==> src/hdl/sae_pkg.sv <==
// Package for the simplex affine map engine.
// Operand widths, unsigned Q1.30 geometry constants, command and register codes, helpers.
// No dependencies.
package sae_pkg;

   localparam int SAE_FRAC_BITS = 16;
   localparam int SPACE_DIM     = 3;
   localparam int NUM_VERTS     = 4;

   // shared multiplier operand and result widths
   localparam int OPA_W  = 36;
   localparam int OPB_W  = 33;
   localparam int PROD_W = OPA_W + OPB_W;
   localparam int TERM_W = PROD_W + 1;
   localparam int ACC_W  = TERM_W + 2;

   // unsigned Q1.30 constants: 1/sqrt(3), 1/sqrt(6), and 1.0
   localparam logic [30:0] CONST_A  = 31'd619925131;
   localparam logic [30:0] CONST_B  = 31'd438353264;
   localparam logic [30:0] ONE_Q30  = 31'd1073741824;

   localparam logic [1:0] CMD_LOAD     = 2'd0;
   localparam logic [1:0] CMD_MAP_FWD  = 2'd1;
   localparam logic [1:0] CMD_MAP_BACK = 2'd2;

   localparam logic [1:0] CSR_GEOM_DIM  = 2'd0;
   localparam logic [1:0] CSR_THRESHOLD = 2'd1;

   localparam logic signed [31:0] Q_MAX = 32'sh7fffffff;
   localparam logic signed [31:0] Q_MIN = 32'sh80000000;

   typedef struct packed {
      logic signed [OPA_W-1:0] a;
      logic signed [OPB_W-1:0] b;
      logic                    q30;   // round at 30 fraction bits instead of FRAC_BITS
      logic                    neg;   // subtract the rounded product
   } mul_req_type;

   function automatic logic signed [31:0] sat32(input logic signed [ACC_W-1:0] v);
      if ((&v[ACC_W-1:31]) || (~|v[ACC_W-1:31])) begin
         return v[31:0];
      end
      return v[ACC_W-1] ? Q_MIN : Q_MAX;
   endfunction

   function automatic logic [1:0] nxt3(input logic [1:0] i);
      return (i == 2'd2) ? 2'd0 : i + 2'd1;
   endfunction

   function automatic logic [1:0] prv3(input logic [1:0] i);
      return (i == 2'd0) ? 2'd2 : i - 2'd1;
   endfunction

endpackage

==> src/hdl/sae_mul.sv <==
// Shared multiply and round unit of the simplex affine map engine.
// Depends on sae_pkg (mul_req_type, widths).
module sae_mul import sae_pkg::*; #(
   parameter int FRAC_BITS = SAE_FRAC_BITS
) (
   input  logic                     clock,
   input  mul_req_type              req,
   output logic signed [TERM_W-1:0] term
);

   localparam logic signed [TERM_W-1:0] RND_Q30  = TERM_W'(1) <<< 29;
   localparam logic signed [TERM_W-1:0] RND_FRAC = TERM_W'(1) <<< (FRAC_BITS - 1);

   logic signed [PROD_W-1:0] prod;
   logic signed [TERM_W-1:0] rnd;
   logic signed [TERM_W-1:0] shifted;
   logic signed [TERM_W-1:0] term_ff;

   always_comb begin
      prod    = req.a * req.b;
      rnd     = $signed({prod[PROD_W-1], prod}) + (req.q30 ? RND_Q30 : RND_FRAC);
      shifted = req.q30 ? (rnd >>> 30) : (rnd >>> FRAC_BITS);
   end

   // round half up, then negate when the term is subtracted
   always_ff @(posedge clock) begin
      term_ff <= req.neg ? -shifted : shifted;
   end

   assign term = term_ff;

endmodule

==> config.mk <==
export PLATFORM = sky130hd
export DESIGN_NAME = sae_mul
export DESIGN_NICKNAME = d
export VERILOG_FILES = /design/src/hdl/sae_pkg.sv /design/src/hdl/sae_mul.sv
export SDC_FILE = /design/constraint.sdc
export NUM_CORES = 2
export LEC_CHECK = 0
export BUFFER_PORTS_ARGS = -buffer_cell sky130_fd_sc_hd__buf_4
export CELL_PAD_IN_SITES_DETAIL_PLACEMENT = 1
export CELL_PAD_IN_SITES_GLOBAL_PLACEMENT = 1
export CORE_ASPECT_RATIO = 0.75
export CORE_MARGIN = 10
export CORE_UTILIZATION = 42
export CTS_CLUSTER_DIAMETER = 100
export DETAILED_ROUTE_END_ITERATION = 6
export GPL_TIMING_DRIVEN = 1
export PLACE_DENSITY = 0.73
export SETUP_SLACK_MARGIN = 0.1
export SLEW_MARGIN = 25
export SYNTH_ARGS = -nofsm -noshare
export SYNTH_HDL_FRONTEND = slang
export SYNTH_SLANG_ARGS = --single-unit
==> constraint.sdc <==
create_clock -name clock -period 15.6 [get_ports clock]
set_input_delay 1.56 -clock clock [delete_from_list [all_inputs] [get_ports clock]]
set_output_delay 1.56 -clock clock [all_outputs]
set_load 0.005 [all_outputs]
==> impl_metrics.ini <==
[final_layout]
fillCellCount = 12900
seq_area_um2 = 1400
nets = 6650
design_area_um2 = 49100
largest_reg_flops = 70
final_util = 0.442
area_growth_pct = 4.52
multiInputGateArea_um2 = 40000
drive_above_1_share = 0.0385

[sta]
fmax_ghz = 0.0857
min_period_ns = 11.66
rsz0062_at_grt = no
finalSetupTns_ns = 0
drv_slew = 0
hold_viol_final = 0
tightest_slew_ns = 0.947
relSlewSlack = 0.364
setup_slack_ns = 3.94
finalSetupViolCount = 0
fin_crit_sh = 0.748

[clock_tree]
cts_sinks = 70
h-tree-depth = 3
numCtsBuffers = 9
path_clk_slew_ns = 0.06
cts_tree = done
cts_buffer_depth = 2
clockRootBuffer = clkbuf_16
holdBufCountCts = 0
post_cts_buffers = 0
cts_resized = 0

[routing]
vias_per_cell = 5.42
drc = 0
drt_iter0_markers = 2098
wl_um = 150000
vias = 35700
routedWlPerCell_um = 22.8
dr.pass1.iters = 5
postRouteAntennaNets = 0

[synthesis]
synth.distinct_cells = 83
synth_edf_count = 0
synth_warnings = 0
ys_seq_area_frac = 0.0298
synth.avg_cell_area_um2 = 8.96
mappedNetlistNets = 6788
netlist_area_um2 = 47000
synth_flop_cell = dfxtp_1
synth_top_cell_area_share = 0.531
synth_cells = 5250
async_flop_share = 0
synth_top_cells_by_count = fa_1 (1,247), inv_1 (1,202), nand2_1 (692)
synth.most_common_cell = fa_1
synth.area.top_cells = fa_1 (53%), inv_1 (9.6%), and2_1 (8.0%)
ys_ff_latch = 70
yosys.area.top_type = fa_1

[worst_setup_path]
critPathCaptureType = register
cpMaxStageDelayCell = a21boi_1
critPathMostFrequentCell = fa_1
path_max_fanout = 33
start_kind = input port
cp.arrival_ns = 11.92
worstPathRequired_ns = 15.86
crit_type = input port to register
crit_path_max_incr_delay_ns = 0.65

[die]
core_um2 = 111000
chipHeight_um = 310
initial_core_util = 0.423
die-area_um2 = 126000
die_x_um = 406
boundaryPins = 142
rows = 106

[placed_design]
hpwl_um = 124000
dp_slack_ns = 3.77
gp_congestion = 0.964
numPortBuffers = 141
dpl_cell_area_um2 = 48800

[min_path]
min_path_cells = 2
hp-class = input port to register

[global_route]
first_global_vias = 41900
globalRouteOverflowTotal = 0
antenna_found_initial = 6
grt_first_pass_wirelength_um = 244000
grt_max_degree = 87
gr-usage-all-layers = 0.246

[run_status]
status = complete, no violations

[run]
max_cap_viol_count = 0
[routing by layer]
metal / share of wire / GRT usage / vias to the layer above
met2: 0.49 / 0.422 / 994
li1: - / - / 15200
met3: 0.051 / 0.0257 / 177
met1: 0.44 / 0.340 / 19300
met4: 0.019 / 0.0476 / 2
met5: 0.000086 / 0 / -
[kinds of logic after synthesis]
group,count (synthesis),share of synthesized area
DFF,70,0.0298
AOI/OAI and AO/OA,452,0.0641
and+or+nand+nor,1659,0.177
xor gates and xnor gates,88,0.0164
adders and majority gates,1466,0.589
muxes,15,0.00327
buffers and inverters,1500,0.120
[placed cells by master, fill, tap and decap left out, types with 9 or more instances in the layout]
cell type	n
fa_1	1246
inv_1	1200
nand2_1	692
and2_1	601
ha_1	219
buf_4	149
nor2_1	137
a21oi_1	119
o21ai_0	106
dfxtp_1	70
xnor2_1	59
nand4_1	43
nor3_1	36
nand3_1	29
xor2_1	29
nand2b_1	24
a21o_1	22
a31oi_1	21
and3_1	18
or3_1	17
a211oi_1	16
nor4_1	16
o211ai_1	15
o31ai_1	15
o21a_1	14
mux2i_1	12
or2_2	11
o211a_1	9
o21bai_1	9
clkbuf_16	9
[metrics by stage]
step                      cells  hold slack [ns]
after CTS                  6575             1.65
final                      6581             1.64
after global placement     6559             1.94
after detailed placement   6559             1.94
after global routing       6579             1.65
after floorplan            5250             1.84
[final cells by class]
cell class | instances | area share
Antenna cell | 6 | 0.000306
Clock inverter | 6 | 0.00143
Clock buffer | 10 | 0.00466
Multi-Input combinational cell | 3680 | 0.813
Tap cell | 1458 | 0.0371
Sequential cell | 70 | 0.0285
Timing Repair Buffer | 149 | 0.0228
Inverter | 1202 | 0.0918
[worst max-delay path: cells and delay by family]
kind,cells,cell delay [ns]
adders and majority gates,9,4.49
and+or+nand+nor,3,1.30
buffers and inverters,7,0.60
xor gates and xnor gates,1,0.17
AOI/OAI and AO/OA,9,3.76
[path summary, 6_finish.rpt]
path	to	from
max	term[48]	req[59]
min	term[0]	req[1]
Power is left out: the tool's default activity adds up to more than one toggle a clock period on the data nets, which glitch-free logic cannot reach.
