$ cat src/hdl/sae_pkg.sv
// Package for the simplex affine map engine.
// Operand widths, unsigned Q1.30 geometry constants, command and register codes, helpers.
// No dependencies.
package sae_pkg;

   localparam int SAE_FRAC_BITS = 16;
   localparam int SPACE_DIM     = 3;
   localparam int NUM_VERTS     = 4;

   // shared multiplier operand and result widths
   localparam int OPA_W  = 36;
   localparam int OPB_W  = 33;
   localparam int PROD_W = OPA_W + OPB_W;
   localparam int TERM_W = PROD_W + 1;
   localparam int ACC_W  = TERM_W + 2;

   // unsigned Q1.30 constants: 1/sqrt(3), 1/sqrt(6), and 1.0
   localparam logic [30:0] CONST_A  = 31'd619925131;
   localparam logic [30:0] CONST_B  = 31'd438353264;
   localparam logic [30:0] ONE_Q30  = 31'd1073741824;

   localparam logic [1:0] CMD_LOAD     = 2'd0;
   localparam logic [1:0] CMD_MAP_FWD  = 2'd1;
   localparam logic [1:0] CMD_MAP_BACK = 2'd2;

   localparam logic [1:0] CSR_GEOM_DIM  = 2'd0;
   localparam logic [1:0] CSR_THRESHOLD = 2'd1;

   localparam logic signed [31:0] Q_MAX = 32'sh7fffffff;
   localparam logic signed [31:0] Q_MIN = 32'sh80000000;

   typedef struct packed {
      logic signed [OPA_W-1:0] a;
      logic signed [OPB_W-1:0] b;
      logic                    q30;   // round at 30 fraction bits instead of FRAC_BITS
      logic                    neg;   // subtract the rounded product
   } mul_req_type;

   function automatic logic signed [31:0] sat32(input logic signed [ACC_W-1:0] v);
      if ((&v[ACC_W-1:31]) || (~|v[ACC_W-1:31])) begin
         return v[31:0];
      end
      return v[ACC_W-1] ? Q_MIN : Q_MAX;
   endfunction

   function automatic logic [1:0] nxt3(input logic [1:0] i);
      return (i == 2'd2) ? 2'd0 : i + 2'd1;
   endfunction

   function automatic logic [1:0] prv3(input logic [1:0] i);
      return (i == 2'd0) ? 2'd2 : i - 2'd1;
   endfunction

endpackage

$ cat src/hdl/sae_div.sv
// Bit-serial restoring divider for the inverse entries: (num << FRAC_BITS) / den,
// rounded half away from zero and saturated to 32 bits. Depends on sae_pkg.
module sae_div import sae_pkg::*; #(
   parameter int FRAC_BITS = SAE_FRAC_BITS
) (
   input  logic                    clock,
   input  logic                    reset,
   input  logic                    start,
   input  logic signed [OPB_W-1:0] num,
   input  logic signed [31:0]      den,
   output logic                    done,
   output logic signed [31:0]      quo
);

   localparam int NW = 33 + FRAC_BITS;

   typedef enum logic {D_IDLE, D_RUN} dstate_type;

   dstate_type         st_ff;
   logic [4:0]         cnt_ff;
   logic [31:0]        rem_ff;
   logic [30:0]        low_ff;
   logic [30:0]        q_ff;
   logic               neg_ff;
   logic               done_ff;
   logic signed [31:0] quo_ff;

   logic [32:0]   num_mag;
   logic [31:0]   nm;
   logic [31:0]   dm;
   logic [NW-1:0] nfull;
   logic          ovf;
   logic [32:0]   rem2;
   logic [32:0]   rem_sub;
   logic          ge;
   logic [30:0]   q_next;
   logic [31:0]   q_ext;

   always_comb begin
      num_mag = num[OPB_W-1] ? 33'(-num) : 33'(num);
      nm      = num_mag[31:0];
      dm      = den[31] ? 32'(-den) : 32'(den);
      nfull   = NW'({nm, {FRAC_BITS{1'b0}}}) + NW'(dm >> 1);
      ovf     = 64'(nfull) >= {1'b0, dm, 31'd0};
      rem2    = {rem_ff, low_ff[30]};
      ge      = rem2 >= {1'b0, dm};
      rem_sub = rem2 - {1'b0, dm};
      q_next  = {q_ff[29:0], ge};
      q_ext   = {1'b0, q_next};
   end

   always_ff @(posedge clock) begin
      if (reset) begin
         st_ff   <= D_IDLE;
         cnt_ff  <= '0;
         rem_ff  <= '0;
         low_ff  <= '0;
         q_ff    <= '0;
         neg_ff  <= 1'b0;
         done_ff <= 1'b0;
         quo_ff  <= '0;
      end else begin
         done_ff <= 1'b0;
         unique case (st_ff)
            D_IDLE: begin
               if (start) begin
                  neg_ff <= num[OPB_W-1] ^ den[31];
                  if (ovf) begin
                     quo_ff  <= (num[OPB_W-1] ^ den[31]) ? Q_MIN : Q_MAX;
                     done_ff <= 1'b1;
                  end else begin
                     rem_ff <= 32'(nfull >> 31);
                     low_ff <= nfull[30:0];
                     q_ff   <= '0;
                     cnt_ff <= 5'd30;
                     st_ff  <= D_RUN;
                  end
               end
            end
            D_RUN: begin
               rem_ff <= ge ? rem_sub[31:0] : rem2[31:0];
               low_ff <= {low_ff[29:0], 1'b0};
               q_ff   <= q_next;
               cnt_ff <= cnt_ff - 5'd1;
               if (cnt_ff == 5'd0) begin
                  quo_ff  <= neg_ff ? -q_ext : q_ext;
                  done_ff <= 1'b1;
                  st_ff   <= D_IDLE;
               end
            end
            default: st_ff <= D_IDLE;
         endcase
      end
   end

   assign done = done_ff;
   assign quo  = quo_ff;

endmodule

$ cat config.mk
export PLATFORM = sky130hd
export DESIGN_NAME = sae_div
export DESIGN_NICKNAME = d
export VERILOG_FILES = /design/src/hdl/sae_pkg.sv /design/src/hdl/sae_div.sv
export SDC_FILE = /design/constraint.sdc
export NUM_CORES = 1
export LEC_CHECK = 0
export ABC_AREA = 1
export BUFFER_PORTS_ARGS = -buffer_cell sky130_fd_sc_hd__buf_4
export CAP_MARGIN = 30
export CORE_MARGIN = 1
export CORE_UTILIZATION = 67
export CTS_CLUSTER_SIZE = 10
export DETAILED_ROUTE_END_ITERATION = 8
export PLACE_DENSITY = 0.87
export SYNTH_ARGS = -nofsm -noshare
export SYNTH_HDL_FRONTEND = slang
export SYNTH_SLANG_ARGS = --single-unit
$ cat constraint.sdc
create_clock -name clock -period 8 [get_ports clock]
set_input_delay 0.8 -clock clock [delete_from_list [all_inputs] [get_ports clock]]
set_output_delay 0.8 -clock clock [all_outputs]
set_load 0.02 [all_outputs]
==> results of run 1 <==
==> layout by cell type (no fill, tap or decap), types with 4 or more instances in the layout <==
cell type,n
nand3b_1,21
o21ai_1,8
nor2_2,7
o211ai_1,10
nor2_1,287
xor2_1,41
nand2_2,20
buf_4,108
a21oi_1,193
nand2_1,640
a31oi_1,6
clkbuf_16,17
nand3_1,123
and2_1,5
dfxtp_1,132
nand3_2,4
inv_1,234
nor4_1,7
nor3_1,33
o21ai_0,127
xnor2_1,23
o21a_1,6
nand4_1,44
a21o_1,4
or2_2,6
ha_1,63
bufinv_16,4
o21bai_1,6
==> critical path, delay by kind of cell <==
| family | cells | cell delay (ns) |
|---|---|---|
| AND/OR/NAND/NOR | 35 | 4.75 |
| adder cells (fa/ha/maj) | 3 | 1.00 |
| buffers and inverters | 3 | 0.31 |
| AO/OA/AOI/OAI | 1 | 0.19 |
==> sequential cells by signal, summed over array words and instances (netlist names) <==
register	count
st_ff	1
quo	32
rem_ff	32
q_ff	30
done	1
cnt_ff	5
low_ff	31
neg_ff	1
==> cells by family after synthesis <==
group	after synthesis	share of synthesized area, %
mux	1	0.0904
buf+inv	313	10.2
fa+ha+maj	64	6.49
flops	133	21.4
simple gates	1212	41.5
compound gates	373	15.9
xor+xnor	64	4.50
==> cell type report <==
| type | instances | area, sq um | area share [%] |
|---|---|---|---|
| clock inverter | 11 | 173 | 1.25 |
| sequential | 133 | 2670 | 19.3 |
| clock buffer | 21 | 460 | 3.33 |
| tap | 229 | 287 | 2.07 |
| inverter | 238 | 895 | 6.47 |
| multi-input combinational | 1714 | 8520 | 61.6 |
| timing repair buffer | 109 | 831 | 6.00 |
==> path summary, 6_finish.rpt <==
path	start	slack, ns	cells past startpoint	end
setup / recovery	den[0]	1.25	42	quo[13]$_SDFFE_PP0P_
hold / removal	low_ff[23]$_SDFFE_PP0P_	0.46	2	low_ff[23]$_SDFFE_PP0P_
setup reg to reg	rem_ff[15]$_SDFFE_PP0P_	3.15	22	quo[30]$_SDFFE_PP0P_
hold reg to reg	low_ff[23]$_SDFFE_PP0P_	0.46	2	low_ff[23]$_SDFFE_PP0P_
==> cells in the mapped netlist, types with 4 or more instances <==
| cell type | number | area share, % |
|---|---|---|
| a21o_1 | 4 | 0.24 |
| a21oi_1 | 193 | 7.8 |
| a31oi_1 | 6 | 0.30 |
| and2_1 | 5 | 0.25 |
| buf_1 | 5 | 0.15 |
| buf_2 | 18 | 0.72 |
| buf_4 | 5 | 0.30 |
| buf_6 | 5 | 0.45 |
| clkbuf_1 | 40 | 1.2 |
| dfxtp_1 | 133 | 21 |
| ha_1 | 63 | 6.3 |
| inv_1 | 234 | 7.1 |
| nand2_1 | 640 | 19 |
| nand2_2 | 20 | 1.0 |
| nand3_1 | 123 | 4.9 |
| nand3_2 | 4 | 0.32 |
| nand3b_1 | 21 | 1.3 |
| nand4_1 | 44 | 2.2 |
| nor2_1 | 287 | 8.6 |
| nor2_2 | 7 | 0.35 |
| nor3_1 | 33 | 1.3 |
| nor4_1 | 7 | 0.35 |
| o211ai_1 | 10 | 0.60 |
| o21a_1 | 6 | 0.36 |
| o21ai_0 | 127 | 5.1 |
| o21ai_1 | 8 | 0.32 |
| o21bai_1 | 6 | 0.36 |
| or2_2 | 6 | 0.30 |
| xnor2_1 | 23 | 1.6 |
| xor2_1 | 41 | 2.9 |
==> per-layer routing <==
| metal | wire (um) | up-vias | GRT usage, % |
|---|---|---|---|
| met5 | 0 | - | 0 |
| met4 | 2470 | 0 | 26.4 |
| met3 | 4950 | 238 | 10.6 |
| met2 | 18300 | 991 | 68.6 |
| met1 | 16400 | 6645 | 54.6 |
| li1 | - | 7100 | - |
==> stage by stage <==
| stage | instances | setup WS, ns | power (mW) | hold WS, ns | area [sq um] |
|---|---|---|---|---|---|
| 2_1_floorplan | 2160 | 2.41 | 1.31 | 0.436 | 12500 |
| 3_3_place_gp | 2423 | 1.31 | 1.51 | 0.444 | 13200 |
| 3_5_place_dp | 2423 | 1.11 | 1.54 | 0.453 | 13200 |
| 4_1_cts | 2455 | 1.47 | 2.39 | 0.463 | 13800 |
| 5_1_grt | 2455 | 0.645 | 2.53 | 0.476 | 13800 |
| 6_report | 2455 | 1.25 | 2.43 | 0.463 | 13800 |
==> power groups by stage <==
| stage | logic, mW | registers [mW] | clock network (mW) |
|---|---|---|---|
| 3_3_place_gp | 0.762 | 0.752 | 0 |
| 5_1_grt | 0.900 | 0.747 | 0.881 |
| 6_report | 0.828 | 0.743 | 0.859 |
| 2_1_floorplan | 0.553 | 0.754 | 0 |
| 3_5_place_dp | 0.781 | 0.754 | 0 |
| 4_1_cts | 0.795 | 0.741 | 0.853 |
==> results.cfg, run 1 <==
[clock_tree]
cts_setup_buffers = 0
path_clk_slew_ns = 0.06
cts-resized-gates = 0
cts_tree = done
clk_latency_ns = 0.44
ctsHoldBuffers = 0
numCtsBuffers = 17
root_buffer = clkbuf_16
cts_max_path_buffers = 2
clock_sinks = 133
cts_max_level = 4

[run_status]
violations = DRC
status = finished, violations left

[worst_setup_path]
end_kind = flop
crit_top_cell = nand2_1
max_stage_delay_ns = 0.52
crit_arrival_ns = 7.07
crit_fanout = 21
path_class = input pin to flop
cp.required_ns = 8.32
cp-start-kind = input pin
cpMaxStageDelayCell = nand2_1

[finish]
fill_cells = 1441
diodes = 0
layout-drive-gt1-share_pct = 8.76
area_growth_pct = 11.1
fin_nets = 2345
final_util_pct = 76.5

[synthesis]
synthFlopType = dfxtp_1
syn_nets = 2292
yosys_warnings = 0
synth.avg_cell_area_sq_um = 5.77
synthArstFlopShare_pct = 0
synth_seq_cells = 133
synth-edff-count = 0
syn_area_sq_um = 12500
synth-seq-area-share_pct = 21.4
synth_cell_types = 52
postSynthCellCount = 2160

[power_and_ir_drop]
power_density_nw_per_um2 = 176
p_int_mw = 1.51
switching_share_pct = 37.8
seq_power_share_pct = 30.6
vdd_ir_drop_max_mv = 0.174
power_frac_comb_pct = 34.1
clockPowerShare_pct = 35.4
p_sw_mw = 0.919
p_leak_nw = 6.85

[routing]
post_drt_via_cell_ratio = 6.10
wirelength_um = 42100
drtIter0Drc = 1975
route.vias.total = 15000
drc = 9
ant_nets = 0
wl_per_cell_um = 17.2
drtPass1Iterations = 9

[placed_design]
place.port_buffers = 100
routabilityCongestion = 1.07
dpl.hpwl_um = 30500

[timing]
setup_viol = 0
setup_tns_ns = 0
hold_viol = 0
post-route-min-period_ns = 6.75
maxSlewHeadroom_pct = 35.5
fin_crit_sh_pct = 84.4
finalMaxSlewViolations = 0
max_freq_mhz = 148
rsz0062_at_grt = false
fin_worst_skew_ns = 0.00760
tightest_slew_ns = 0.967

[die]
dieArea_sq_um = 19100
die_h_um = 138
coreArea_sq_um = 18100
ios = 101
die_x_um = 138
fp-row-count = 49
start_util_pct = 68.9

[job]
maxCapViolCount = 0

[global_route]
grt_max_degree = 87
grt_pass1_vias = 13800
grt_usage_pct = 43.8
antenna_found_initial = 0
grt_overflow = 0
grt_pass1_wl_um = 67800

[hold_path]
hold_class = flop to flop
Note: power is estimated with default switching activity, not from simulation.
==> run 2, diff against run 1 <==
Settings changed: CORE_UTILIZATION 67 to 62, PLACE_DENSITY 0.87 to 0.81.
Clock period 8 ns to 7 ns, I/O delays scaled along.
==> run 2 against run 1 <==
The run now ends clean; sequential share of layout area down 0.090 points; sequential power is 13% higher; non-clock buffer count is 3 higher; die area increased by 7.9%; critical path type unchanged; critical endpoint is now quo[3]$_SDFFE_PP0P_; largest cell class unchanged.
==> results.cfg, run 2 (same netlist as run 1, synthesis figures left out) <==
[run_status]
status = finished, final reports clean

[placed_design]
routabilityCongestion = 1.06
post-place-ws_ns = 0.238
place.port_buffers = 100
placed_cells = 2462
dpl.hpwl_um = 31100

[worst_setup_path]
r2r_start = rem_ff[15]$_SDFFE_PP0P_
cp.required_ns = 7.32
critPathLaunch = den[0]
cp-start-kind = input pin
end_kind = flop
crit_arrival_ns = 6.73
crit_family = simple AND/OR/NAND/NOR gates
path_class = input pin to flop
max_stage_delay_ns = 0.43
crit_fanout = 9
worst-path-buf-inv = 4
crit_top_cell = nand2_1
cpMaxStageDelayCell = ha_1

[routing]
post_drt_via_cell_ratio = 5.87
drtPass1Iterations = 7
route.vias.total = 14600
wl_per_cell_um = 16.6
ant_nets = 0
drc = 0
wirelength_um = 41500
drtIter0Drc = 1458

[job]
maxCapViolCount = 0

[die]
die_x_um = 144
die_h_um = 144
fp-row-count = 51
ios = 101
start_util_pct = 63.6
coreArea_sq_um = 19600
dieArea_sq_um = 20700

[timing]
post-route-min-period_ns = 6.41
fin_crit_sh_pct = 91.5
hold_viol = 0
setup_tns_ns = 0
worst_slack_ns = 0.595
maxSlewHeadroom_pct = 34.7
fin_worst_skew_ns = 0.0161
finalMaxSlewViolations = 0
holdWs_ns = 0.463
setup_viol = 0
tightest_slew_ns = 0.980
max_freq_mhz = 156

[hold_path]
hold_class = flop to flop
hp-start = low_ff[10]$_SDFFE_PP0P_

[global_route]
grt_overflow = 0
grt_usage_pct = 40.5
grt_max_degree = 101
grt_pass1_wl_um = 65300
antenna_found_initial = 0
grt_pass1_vias = 13200

[finish]
layout-drive-gt1-share_pct = 9.11
final_cells = 2494
final_common_cell = nand2_1
final_util_pct = 71.0
final_cell_mix = nand2_1 (639), nor2_1 (287), inv_1 (234)
diodes = 0
area_growth_pct = 11.6
fin_nets = 2348

[clock_tree]
cts_setup_buffers = 0
clock_sinks = 133
root_buffer = clkbuf_16
numCtsBuffers = 17
path_clk_slew_ns = 0.07
ctsHoldBuffers = 0
cts-resized-gates = 0
cts_tree = done
cts_max_path_buffers = 2
clk_latency_ns = 0.43
cts_max_level = 4

[power_and_ir_drop]
p_leak_nw = 6.87
vdd_ir_drop_max_mv = 0.153
power_density_nw_per_um2 = 197
run 2: cell count changes in the layout (fill, tap and decap cells not counted):
cell	change
nand2_1	-1
inv_6	+4
clkinv_1	-1
nand2_4	+1
clkbuf_8	-2
inv_8	+3
nand3_2	+1
clkinv_2	-1
bufinv_16	-2
buf_6	+1
nand3_1	-1
clkbuf_1	-2
clkinv_8	+1
buf_4	+2
run 2: metal layers:
metal | track usage, % | routed length (um) | up-vias
met1 | 51.0 | 17200 | 6568
met4 | 18.1 | 1570 | 0
li1 | - | - | 7110
met5 | 0 | 0 | -
met2 | 66.4 | 18600 | 823
met3 | 8.50 | 4200 | 138
run 2: cell type report:
| class | count | area, sq um |
|---|---|---|
| inverters | 238 | 898 |
| fillers | 1741 | 5690 |
| clock inverters | 15 | 185 |
| well taps | 265 | 332 |
| clock buffers | 17 | 425 |
| multi-input cells | 1714 | 8540 |
| repair buffers | 112 | 857 |
| flip-flops and latches | 133 | 2670 |
run 2: worst register-to-register path, cell delays in order, from the launching register on:
cell and delay (ns):
dfxtp_1 0.33, ha_1 0.39, a21oi_1 0.17, inv_1 0.08, a31oi_1 0.14, o21ai_0 0.13
a31o_2 0.24, nand2_1 0.06, nand3_1 0.11, nor2_2 0.18, ha_1 0.18, inv_1 0.07
nor3_1 0.20, inv_1 0.06, nor3_1 0.32, nand2_1 0.12, nor2_1 0.30, nand3_1 0.25
o21ai_0 0.33, o21ai_0 0.17, a21oi_1 0.51, nor2_1 0.10, nor2_1 0.10
run 2: path summary, 6_finish.rpt:
| check | to | cells after the start | slack [ns] |
|---|---|---|---|
| worst min register to register | low_ff[10]$_SDFFE_PP0P_ | 2 | 0.46 |
| worst max-delay path | quo[3]$_SDFFE_PP0P_ | 42 | 0.59 |
| worst max register to register | quo[30]$_SDFFE_PP0P_ | 22 | 2.40 |
| worst min-delay path | low_ff[10]$_SDFFE_PP0P_ | 2 | 0.46 |
run 2: per-stage QoR:
stage                     instance area [sq um]  total power [mW]
after floorplan                           12500              1.49
final                                     13900              2.74
after global routing                      13900              2.87
after CTS                                 13900              2.70
after detailed placement                  13300              1.76
after global placement                    13300              1.74
run 2: where the power goes:
group	switching (mW)	leakage [nW]	total [mW]	internal, mW
registers	0.0356	1.08	0.842	0.806
logic	0.635	5.49	0.941	0.305
clock network	0.411	0.302	0.954	0.543
total	1.08	6.87	2.74	1.65
